`config.mk`:
```
export PLATFORM = sky130hd
export DESIGN_NAME = cube_map_face_select_core
export DESIGN_NICKNAME = d
export VERILOG_FILES = /design/src/rtl/cmfs_pkg.sv /design/src/rtl/cmfs_div.sv /design/src/rtl/cube_map_face_select_core.sv
export SDC_FILE = /design/constraint.sdc
export NUM_CORES = 2
export LEC_CHECK = 0
export BUFFER_PORTS_ARGS = -buffer_cell sky130_fd_sc_hd__buf_2
export CORE_MARGIN = 2
export CORE_UTILIZATION = 63
export DETAILED_ROUTE_END_ITERATION = 8
export HOLD_SLACK_MARGIN = 0.1
export PLACE_DENSITY = 0.8
export SLEW_MARGIN = 20
export SYNTH_ARGS = -nofsm -noshare
export SYNTH_HDL_FRONTEND = slang
export SYNTH_SLANG_ARGS = --single-unit
```
`constraint.sdc`:
```
create_clock -name clk -period 6.4 [get_ports clk]
set_clock_uncertainty 0.15 [all_clocks]
set_input_delay 1.28 -clock clk [delete_from_list [all_inputs] [get_ports clk]]
set_output_delay 1.28 -clock clk [all_outputs]
set_load 0.05 [all_outputs]
```
`src/rtl/cmfs_pkg.sv`:
```
// shared widths, face codes and divider stage data for the cube map face select core
package cmfs_pkg;

  localparam int COMP_BITS  = 16;
  localparam int COORD_BITS = 17;
  localparam int FACE_BITS  = 3;

  typedef logic signed [COMP_BITS-1:0] comp_t;
  typedef logic        [COMP_BITS-1:0] mag_t;
  typedef logic signed [COMP_BITS:0]   ext_t;
  typedef logic        [COMP_BITS:0]   rem_t;
  typedef logic        [COORD_BITS-1:0] coord_t;

  typedef enum logic [FACE_BITS-1:0] {
    FACE_POS_X = 3'd0,
    FACE_NEG_X = 3'd1,
    FACE_POS_Y = 3'd2,
    FACE_NEG_Y = 3'd3,
    FACE_POS_Z = 3'd4,
    FACE_NEG_Z = 3'd5
  } face_t;

  typedef struct packed {
    logic   nz;
    face_t  face;
    rem_t   div;
    rem_t   rs;
    rem_t   rt;
    coord_t qs;
    coord_t qt;
  } div_data_t;

endpackage

```
`src/rtl/cmfs_div.sv`:
```
// pipelined restoring divider, one quotient bit per stage for both face coordinates
module cmfs_div (
  input  logic                clk,
  input  logic                rst,
  input  logic                in_vld,
  input  cmfs_pkg::div_data_t in_data,
  output logic                out_vld,
  output cmfs_pkg::div_data_t out_data
);

  localparam int STAGES = cmfs_pkg::COORD_BITS;

  logic [STAGES-1:0]   vld;
  cmfs_pkg::div_data_t stage [STAGES];

  function automatic cmfs_pkg::div_data_t div_step(input cmfs_pkg::div_data_t a);
    cmfs_pkg::div_data_t b;
    logic                ge_s;
    logic                ge_t;
    cmfs_pkg::rem_t      ds;
    cmfs_pkg::rem_t      dt;
    b    = a;
    ge_s = (a.rs >= a.div);
    ge_t = (a.rt >= a.div);
    ds   = ge_s ? (a.rs - a.div) : a.rs;
    dt   = ge_t ? (a.rt - a.div) : a.rt;
    b.rs = {ds[cmfs_pkg::COMP_BITS-1:0], 1'b0};
    b.rt = {dt[cmfs_pkg::COMP_BITS-1:0], 1'b0};
    b.qs = {a.qs[cmfs_pkg::COORD_BITS-2:0], ge_s};
    b.qt = {a.qt[cmfs_pkg::COORD_BITS-2:0], ge_t};
    return b;
  endfunction

  always_ff @(posedge clk) begin
    if (rst) begin
      vld <= '0;
    end else begin
      vld <= {vld[STAGES-2:0], in_vld};
    end
  end

  always_ff @(posedge clk) begin
    stage[0] <= div_step(in_data);
    for (int i = 1; i < STAGES; i++) begin
      stage[i] <= div_step(stage[i-1]);
    end
  end

  assign out_vld  = vld[STAGES-1];
  assign out_data = stage[STAGES-1];

endmodule

```
`src/rtl/cube_map_face_select_core.sv`:
```
// cube map face select core: major axis face pick and pipelined face coordinate division
// A new item is taken in every cycle (busy stays low). Its result reaches the ports with done
// high after passing through one input register, one major axis stage, one numerator stage,
// 17 divider stages of one quotient bit each, and one output register. Results come one per
// cycle in input order and cannot be held off. The zero vector gives valid_res low with face,
// coord_s and coord_t zero.
module cube_map_face_select_core (
  input  logic                             clk,
  input  logic                             rst,
  input  logic                             start,
  output logic                             busy,
  input  cmfs_pkg::comp_t                  dir_x,
  input  cmfs_pkg::comp_t                  dir_y,
  input  cmfs_pkg::comp_t                  dir_z,
  output logic                             done,
  output logic [cmfs_pkg::FACE_BITS-1:0]   face,
  output logic [cmfs_pkg::COORD_BITS-1:0]  coord_s,
  output logic [cmfs_pkg::COORD_BITS-1:0]  coord_t,
  output logic                             valid_res
);

  localparam int N = cmfs_pkg::COMP_BITS;

  // input register
  logic            s1_vld;
  cmfs_pkg::comp_t s1_x;
  cmfs_pkg::comp_t s1_y;
  cmfs_pkg::comp_t s1_z;

  // major axis stage
  logic            s2_vld;
  cmfs_pkg::face_t s2_face;
  cmfs_pkg::ext_t  s2_sc;
  cmfs_pkg::ext_t  s2_tc;
  cmfs_pkg::mag_t  s2_rc;

  // divider input
  logic                div_vld;
  cmfs_pkg::div_data_t div_in;
  logic                res_vld;
  cmfs_pkg::div_data_t res;

  cmfs_pkg::mag_t  ax;
  cmfs_pkg::mag_t  ay;
  cmfs_pkg::mag_t  az;
  cmfs_pkg::ext_t  ex;
  cmfs_pkg::ext_t  ey;
  cmfs_pkg::ext_t  ez;
  cmfs_pkg::face_t face_next;
  cmfs_pkg::ext_t  sc_next;
  cmfs_pkg::ext_t  tc_next;
  cmfs_pkg::mag_t  rc_next;
  cmfs_pkg::rem_t  num_s;
  cmfs_pkg::rem_t  num_t;

  assign busy = 1'b0;

  always_comb begin
    ax = s1_x[N-1] ? cmfs_pkg::mag_t'(-s1_x) : cmfs_pkg::mag_t'(s1_x);
    ay = s1_y[N-1] ? cmfs_pkg::mag_t'(-s1_y) : cmfs_pkg::mag_t'(s1_y);
    az = s1_z[N-1] ? cmfs_pkg::mag_t'(-s1_z) : cmfs_pkg::mag_t'(s1_z);
    ex = cmfs_pkg::ext_t'(s1_x);
    ey = cmfs_pkg::ext_t'(s1_y);
    ez = cmfs_pkg::ext_t'(s1_z);
    priority if (ax > ay && ax > az) begin
      rc_next = ax;
      tc_next = -ey;
      if (!s1_x[N-1] && s1_x != '0) begin
        face_next = cmfs_pkg::FACE_POS_X;
        sc_next   = -ez;
      end else begin
        face_next = cmfs_pkg::FACE_NEG_X;
        sc_next   = ez;
      end
    end else if (ay >= ax && ay > az) begin
      rc_next = ay;
      sc_next = ex;
      if (!s1_y[N-1] && s1_y != '0) begin
        face_next = cmfs_pkg::FACE_POS_Y;
        tc_next   = ez;
      end else begin
        face_next = cmfs_pkg::FACE_NEG_Y;
        tc_next   = -ez;
      end
    end else begin
      rc_next = az;
      tc_next = -ey;
      if (!s1_z[N-1] && s1_z != '0) begin
        face_next = cmfs_pkg::FACE_POS_Z;
        sc_next   = ex;
      end else begin
        face_next = cmfs_pkg::FACE_NEG_Z;
        sc_next   = -ex;
      end
    end
  end

  // numerators lie in 0 .. 2*rc, so the wrapped sum is exact
  assign num_s = cmfs_pkg::rem_t'({1'b0, s2_rc} + s2_sc);
  assign num_t = cmfs_pkg::rem_t'({1'b0, s2_rc} + s2_tc);

  always_ff @(posedge clk) begin
    if (rst) begin
      s1_vld  <= 1'b0;
      s2_vld  <= 1'b0;
      div_vld <= 1'b0;
      done    <= 1'b0;
    end else begin
      s1_vld  <= start && !busy;
      s2_vld  <= s1_vld;
      div_vld <= s2_vld;
      done    <= res_vld;
    end
  end

  always_ff @(posedge clk) begin
    s1_x        <= dir_x;
    s1_y        <= dir_y;
    s1_z        <= dir_z;
    s2_face     <= face_next;
    s2_sc       <= sc_next;
    s2_tc       <= tc_next;
    s2_rc       <= rc_next;
    div_in.nz   <= (s2_rc != '0);
    div_in.face <= s2_face;
    div_in.div  <= {s2_rc, 1'b0};
    div_in.rs   <= num_s;
    div_in.rt   <= num_t;
    div_in.qs   <= '0;
    div_in.qt   <= '0;
    face        <= res.nz ? res.face : cmfs_pkg::FACE_POS_X;
    coord_s     <= res.nz ? res.qs : '0;
    coord_t     <= res.nz ? res.qt : '0;
    valid_res   <= res.nz;
  end

  cmfs_div u_div (
    .clk      (clk),
    .rst      (rst),
    .in_vld   (div_vld),
    .in_data  (div_in),
    .out_vld  (res_vld),
    .out_data (res)
  );

endmodule

```
* Yosys cells after proc, flatten, opt, wreduce, memory -nomap -nowiden
Memory sizes are Yosys's and may differ from the RTL's.
Index checks and enable logic that the tools add are counted.
** Cells by class
- $lt $le $gt $ge :: 38
- Add/sub/neg operators :: 42
- Reductions and logical operators :: 12
- Multiplexer cells :: 51
** Operators with widths (number)
- 16-bit two-way mux :: 39
- 17-bit greater-or-equal comparator :: 34
- 16-bit subtractor :: 34
- 17-bit two-way mux :: 7
- 16-bit nonzero test :: 4
- 16-bit negation with 17-bit output :: 3
- 16-bit greater-than comparator :: 3
- 16-bit negation :: 3
- 16-bit by 17-bit adder with 17-bit output :: 2
- 16-bit greater-or-equal comparator :: 1
- 3-bit two-way mux :: 2
- 1-bit logical AND :: 5
- 1-bit zero test :: 3
- 1-bit two-way mux :: 3
** Word-level totals
- Register bits :: 214
- Memories kept :: 1
- Input bits :: 51
- Memory bits (writable) :: 1479
- Output and inout bits :: 40
** Memories
- u_div.stage :: depth 17, bits a word 87, rd ports 17, clocked after Yosys merged registers in 0, write ports 17, RTL line cmfs_div.sv:14 : cmfs_pkg::div_data_t stage [STAGES];

* Logic depth before layout (Yosys ltp)
- Word-level depth :: 6
- Gate-level depth with buffers :: 21
- Depth with buffers taken out :: 18

* Hierarchy
A second synthesis with hierarchy kept.
** Unflattened totals
- Cell total of the unflattened synthesis :: 6950
- Area, all modules :: 66854.1 µm²
** By module, submodules not included
- cmfs_div :: area an instance 57347.5 µm², cells each 5961, sequential area each 24503.5 µm², instances 1
- cube_map_face_select_core :: area an instance 9506.6 µm², cells each 989, sequential area each 3943.8 µm², instances 1

* Worst setup path before layout
Ideal clock, no wire load.
- Path type :: register to register
- Start :: register s1_z[0]
- End :: register s2_sc[10]
- Setup time :: 0.127 ns
- Cell stages (with the launch flop) :: 21
- Setup slack :: 1.754 ns
- Arrival time :: 4.369 ns
- Clock period less this slack :: 4.646 ns
- Cell sequence :: dfxtp_1 > inv_1 > ha_1 > or4b_4 > or3_1 > or3_1 > or3_1 > nand2_1 > xor2_1 > ha_1 > and4_1 > nand2_1 > and4bb_2 > o211ai_1 > o2111a_1 > or3_1 > buf_2 > buf_6 > buf_2 > nor2_1 > a31oi_1
** On the way
- Word-level cells in the longest chain between the ends :: 6
- Elaborated cells between the ends (all ways) :: 13
- Classes of those cells :: 2 x add/sub; 2 x order compare; 5 x mux; 4 x reduce/logical
** RTL lines
- start: declaration :: RTL line cube_map_face_select_core.sv:28 : cmfs_pkg::comp_t s1_z;
- start signal: assignment :: RTL line cube_map_face_select_core.sv:119 : s1_z <= dir_z;
- 16-bit negation :: RTL line cube_map_face_select_core.sv:61 : az = s1_z[N-1] ? cmfs_pkg::mag_t'(-s1_z) : cmfs_pkg::mag_t'(s1_z);
- 16-bit two-way mux :: RTL line cube_map_face_select_core.sv:61
- 16-bit greater-than comparator :: RTL line cube_map_face_select_core.sv:75 : end else if (ay >= ax && ay > az) begin
- 1-bit logical AND :: RTL line cube_map_face_select_core.sv:75
- 17-bit two-way mux :: RTL line cube_map_face_select_core.sv:75
- 17-bit two-way mux * :: RTL line cube_map_face_select_core.sv:65 : priority if (ax > ay && ax > az) begin
- net sc_next[10] :: RTL line cube_map_face_select_core.sv:50 : cmfs_pkg::ext_t sc_next;
- end signal: assignment :: RTL line cube_map_face_select_core.sv:121 : s2_sc <= sc_next;
- end: declaration :: RTL line cube_map_face_select_core.sv:33 : cmfs_pkg::ext_t s2_sc;
The timed path passes the listed nets; every way through them passes the cells marked *.
A chain may end at the register's enable or synchronous reset.

* Worst setup path after layout
- Start :: register s1_z[0]
- End :: register s2_rc[7]
** On the way
- Word-level cells in the longest chain between the ends :: 6
- Elaborated cells between the ends (all ways) :: 8
- Classes of those cells :: 1 x add/sub; 2 x order compare; 3 x mux; 2 x reduce/logical
** RTL lines
- 16-bit negation :: RTL line cube_map_face_select_core.sv:61
- 16-bit two-way mux * :: RTL line cube_map_face_select_core.sv:61
- 16-bit greater-than comparator :: RTL line cube_map_face_select_core.sv:75
- 1-bit logical AND :: RTL line cube_map_face_select_core.sv:75
- 16-bit two-way mux :: RTL line cube_map_face_select_core.sv:75
- 16-bit two-way mux * :: RTL line cube_map_face_select_core.sv:65
- net rc_next[7] :: RTL line cube_map_face_select_core.sv:52 : cmfs_pkg::mag_t rc_next;
- end signal: assignment :: RTL line cube_map_face_select_core.sv:123 : s2_rc <= rc_next;
- end: declaration :: RTL line cube_map_face_select_core.sv:35 : cmfs_pkg::mag_t s2_rc;
Marked as above.

==> results.md <==
* Die width at 315 um
* Placeable core region at 95,300 um2
* HPWL after DPL at 121,000 um
* Remaining routing DRC violations at 0
* Initial DRC count at 3,291
* # setup viols final at 0
* Data arrival, critical path at 6.27 ns
* First-pass GRT wire length at 242,000 um
* Cell family with most CP delay: simple AND/OR/NAND/NOR gates
* Unrepaired setup endpoints after global routing: no
* Grt ovf at 0
* WL final at 157,000 um
* Netlist Area Pre-Place at 60,800 um2
* Critical path endpoint category: register
* Post-Synthesis Cells at 6,249
* Insertion delay to the later sink of the worst-skew pair at 0.76 ns
* Share of cells above drive strength 1 at 10.6%
* Layout Area Growth over Synthesis at 10.6%
* Worst EP required at 6.89 ns
* Routed wire per std cell at 20.2 um
* IO Pins at 91
* Initial antenna violation count at 4
* Starting Density at 63.8%
* Die ar. at 98,900 um2
* Critical-path cell list: inv_1, ha_1, or4b_4, or3_1, or3_1, or3_1, nand2_1, xor2_1, ha_1, and4_1, nand2_1, and4bb_2, o211ai_1, o2111a_1, or3_2, buf_4, a311oi_1
* Design area at 67,200 um2
* Hold Path Class: reg2reg
* Most common cell on crit path: or3_1
* Mean Syn Cell Area at 9.72 um2
* DR vias at 45,600
* Worst Path Max Fanout at 35
* Pre-CTS setup slack at 0.734 ns
* Status: complete, no violations
* Layout Nets at 7,088
* Critical path's slowest cell: or3_2
* Max frequency at 173 MHz
* Placer Congestion at 0.947
* Post-synth net total at 6,959
* Max_cap viols at 0
* Tmin final at 5.78 ns
* CTS Buf Count at 135
* Ant diodes at 0
* Post-synth cell types at 81
* Clock tree buffer depth at 3
* Ys Warns at 0
* Num rows at 113
* Worst-path clk slew at 0.06 ns
* Top_reg_cell synth: dfxtp_1
* CTS tree: yes
* Number of enable flip-flop cells after synthesis at 0
* CP Launch Type: register
* TNS Setup at 0 ns
* Post-cts resize count at 0
* Via density at 5.88
* Largest net degree at the start of global routing at 39
* Total GRT Usage at 31.3%
* Htree depth at 4
* Slew HR at 26.4%
* Placed Instance Area at 62,500 um2
* Max incr delay on CP at 0.84 ns
* Vias in the first global route at 44,800
* Port bufs at 89
* Sequential area share after synthesis at 43.7%
* Final Hold Viols at 0
* Crit path setup slack, layout at 0.624 ns
* Seq cells post-synth at 1,326
* Period utilization at 90.3%
* Root buffer cell: clkbuf_16
* Slew @ Worst Pin at 1.10 ns
* Critical path type: reg2reg
* Initial DRT Pass Iterations at 7
* Die height at 315 um
* Post-route ant nets at 0
* CTS sink count at 1,326
* Async SR Flop Fraction at 0%
* CTS Hold Bufs at 0
* Bufs and invs on worst path at 2
* Slew Viols, Final at 0
* # Post-CTS Setup Buffers at 0
placed cells by master, fill, tap and decap left out, types with 34 or more instances in the layout:
cell       count
a211oi_1      47
a21boi_0      49
a21o_1        89
a21oi_1      343
a31oi_1       52
and2_1        83
buf_2         89
clkbuf_16    139
dfxtp_1     1326
fa_1          34
ha_1         625
inv_1        468
mux2_2       270
mux2i_1       43
nand2_1      472
nand2b_1      39
nand3_1      109
nand4_1       90
nor2_1       375
nor2b_1      127
nor3_1       165
nor4_1        44
o211ai_1      52
o21a_1        71
o21ai_0      301
o31ai_1       50
or3_1         92
xnor2_1      291
xor2_1       134
flip-flops by register name, summed over array words and instances, names as in the netlist, 17 cells and up:
name	count
u_div.vld	17
div_in	54
s2_sc	17
s2_tc	17
coord_t	17
coord_s	17
u_div.stage	1112
kinds of logic (layout without fill, tap and decap cells):
group	after synthesis	in the layout	share of synthesized area (%)
adder cells (fa/ha/maj)	663	663	14.1
AO/OA/AOI/OAI	1235	1235	13.0
XOR/XNOR	426	426	6.15
multiplexers	313	313	5.71
AND/OR/NAND/NOR	1700	1700	13.7
flip-flops	1326	1326	43.7
buffers and inverters	585	822	3.70
other	1	1	0.00617
synthesized netlist by cell type (12+ instances only):
library cell / number / area, um2
a31o_2: 16 / 140
nor3b_1: 14 / 105
mux2_2: 270 / 3040
nor2b_1: 127 / 795
xnor2_1: 291 / 2550
clkbuf_1: 78 / 293
a211o_1: 33 / 289
a21oi_1: 344 / 1720
o31ai_1: 50 / 375
o311ai_0: 22 / 193
nand2b_1: 39 / 244
nand4b_1: 12 / 105
o41ai_1: 21 / 184
o21ai_0: 301 / 1510
buf_1: 20 / 75.1
a21boi_0: 49 / 368
ha_1: 625 / 7820
fa_1: 34 / 681
or4_1: 17 / 128
mux2i_1: 43 / 430
inv_1: 468 / 1760
or2_2: 25 / 156
or3_1: 93 / 582
nand3_1: 109 / 546
and2_1: 83 / 519
a31oi_1: 52 / 325
nor3_1: 166 / 831
nor4_1: 44 / 275
xor2_1: 134 / 1170
a211oi_1: 47 / 353
a2111oi_0: 12 / 105
nor2_1: 376 / 1410
o21a_1: 71 / 533
nand2_1: 472 / 1770
nand4_1: 90 / 563
a21o_1: 89 / 668
dfxtp_1: 1326 / 26500
o211ai_1: 52 / 390
cell type report:
type,instances,area [um2]
timing repair buffer,108,588
multi-input combinational,4338,32000
tap,1265,1580
sequential,1326,26500
clock buffer,174,3810
clock inverter,71,902
inverter,469,1760
fill,7038,28100
layer usage:
| layer | wire length [um] | track usage [%] | vias up |
|---|---|---|---|
| met5 | 15 | 0 | - |
| met4 | 10600 | 20.0 | 2 |
| met3 | 7880 | 4.43 | 481 |
| met2 | 75900 | 54.6 | 1532 |
| met1 | 62400 | 36.0 | 21400 |
| li1 | - | - | 22200 |
metrics by stage:
stage / util, % / cells / hold WS (ns)
floorplan: - / 6249 / 0.160
global placement: 65.6 / 7506 / 0.159
detailed placement: 65.6 / 7506 / 0.162
CTS: 70.5 / 7751 / 0.150
global route: 70.5 / 7751 / 0.169
finish: 70.5 / 7751 / 0.137
final timing paths:
| check | startpoint | to | slack, ns | cells past startpoint |
|---|---|---|---|---|
| worst min-delay path | u_div.stage[0][1150] | u_div.stage[0][1238] | 0.14 | 0 |
| worst min register to register | u_div.stage[0][1150] | u_div.stage[0][1238] | 0.14 | 0 |
| worst max register to register | s1_z[0] | s2_rc[7] | 0.62 | 17 |
| worst max-delay path | s1_z[0] | s2_rc[7] | 0.62 | 17 |
Power is left out: the tool's default activity adds up to more than one toggle a clock period on the data nets, which glitch-free logic cannot reach.
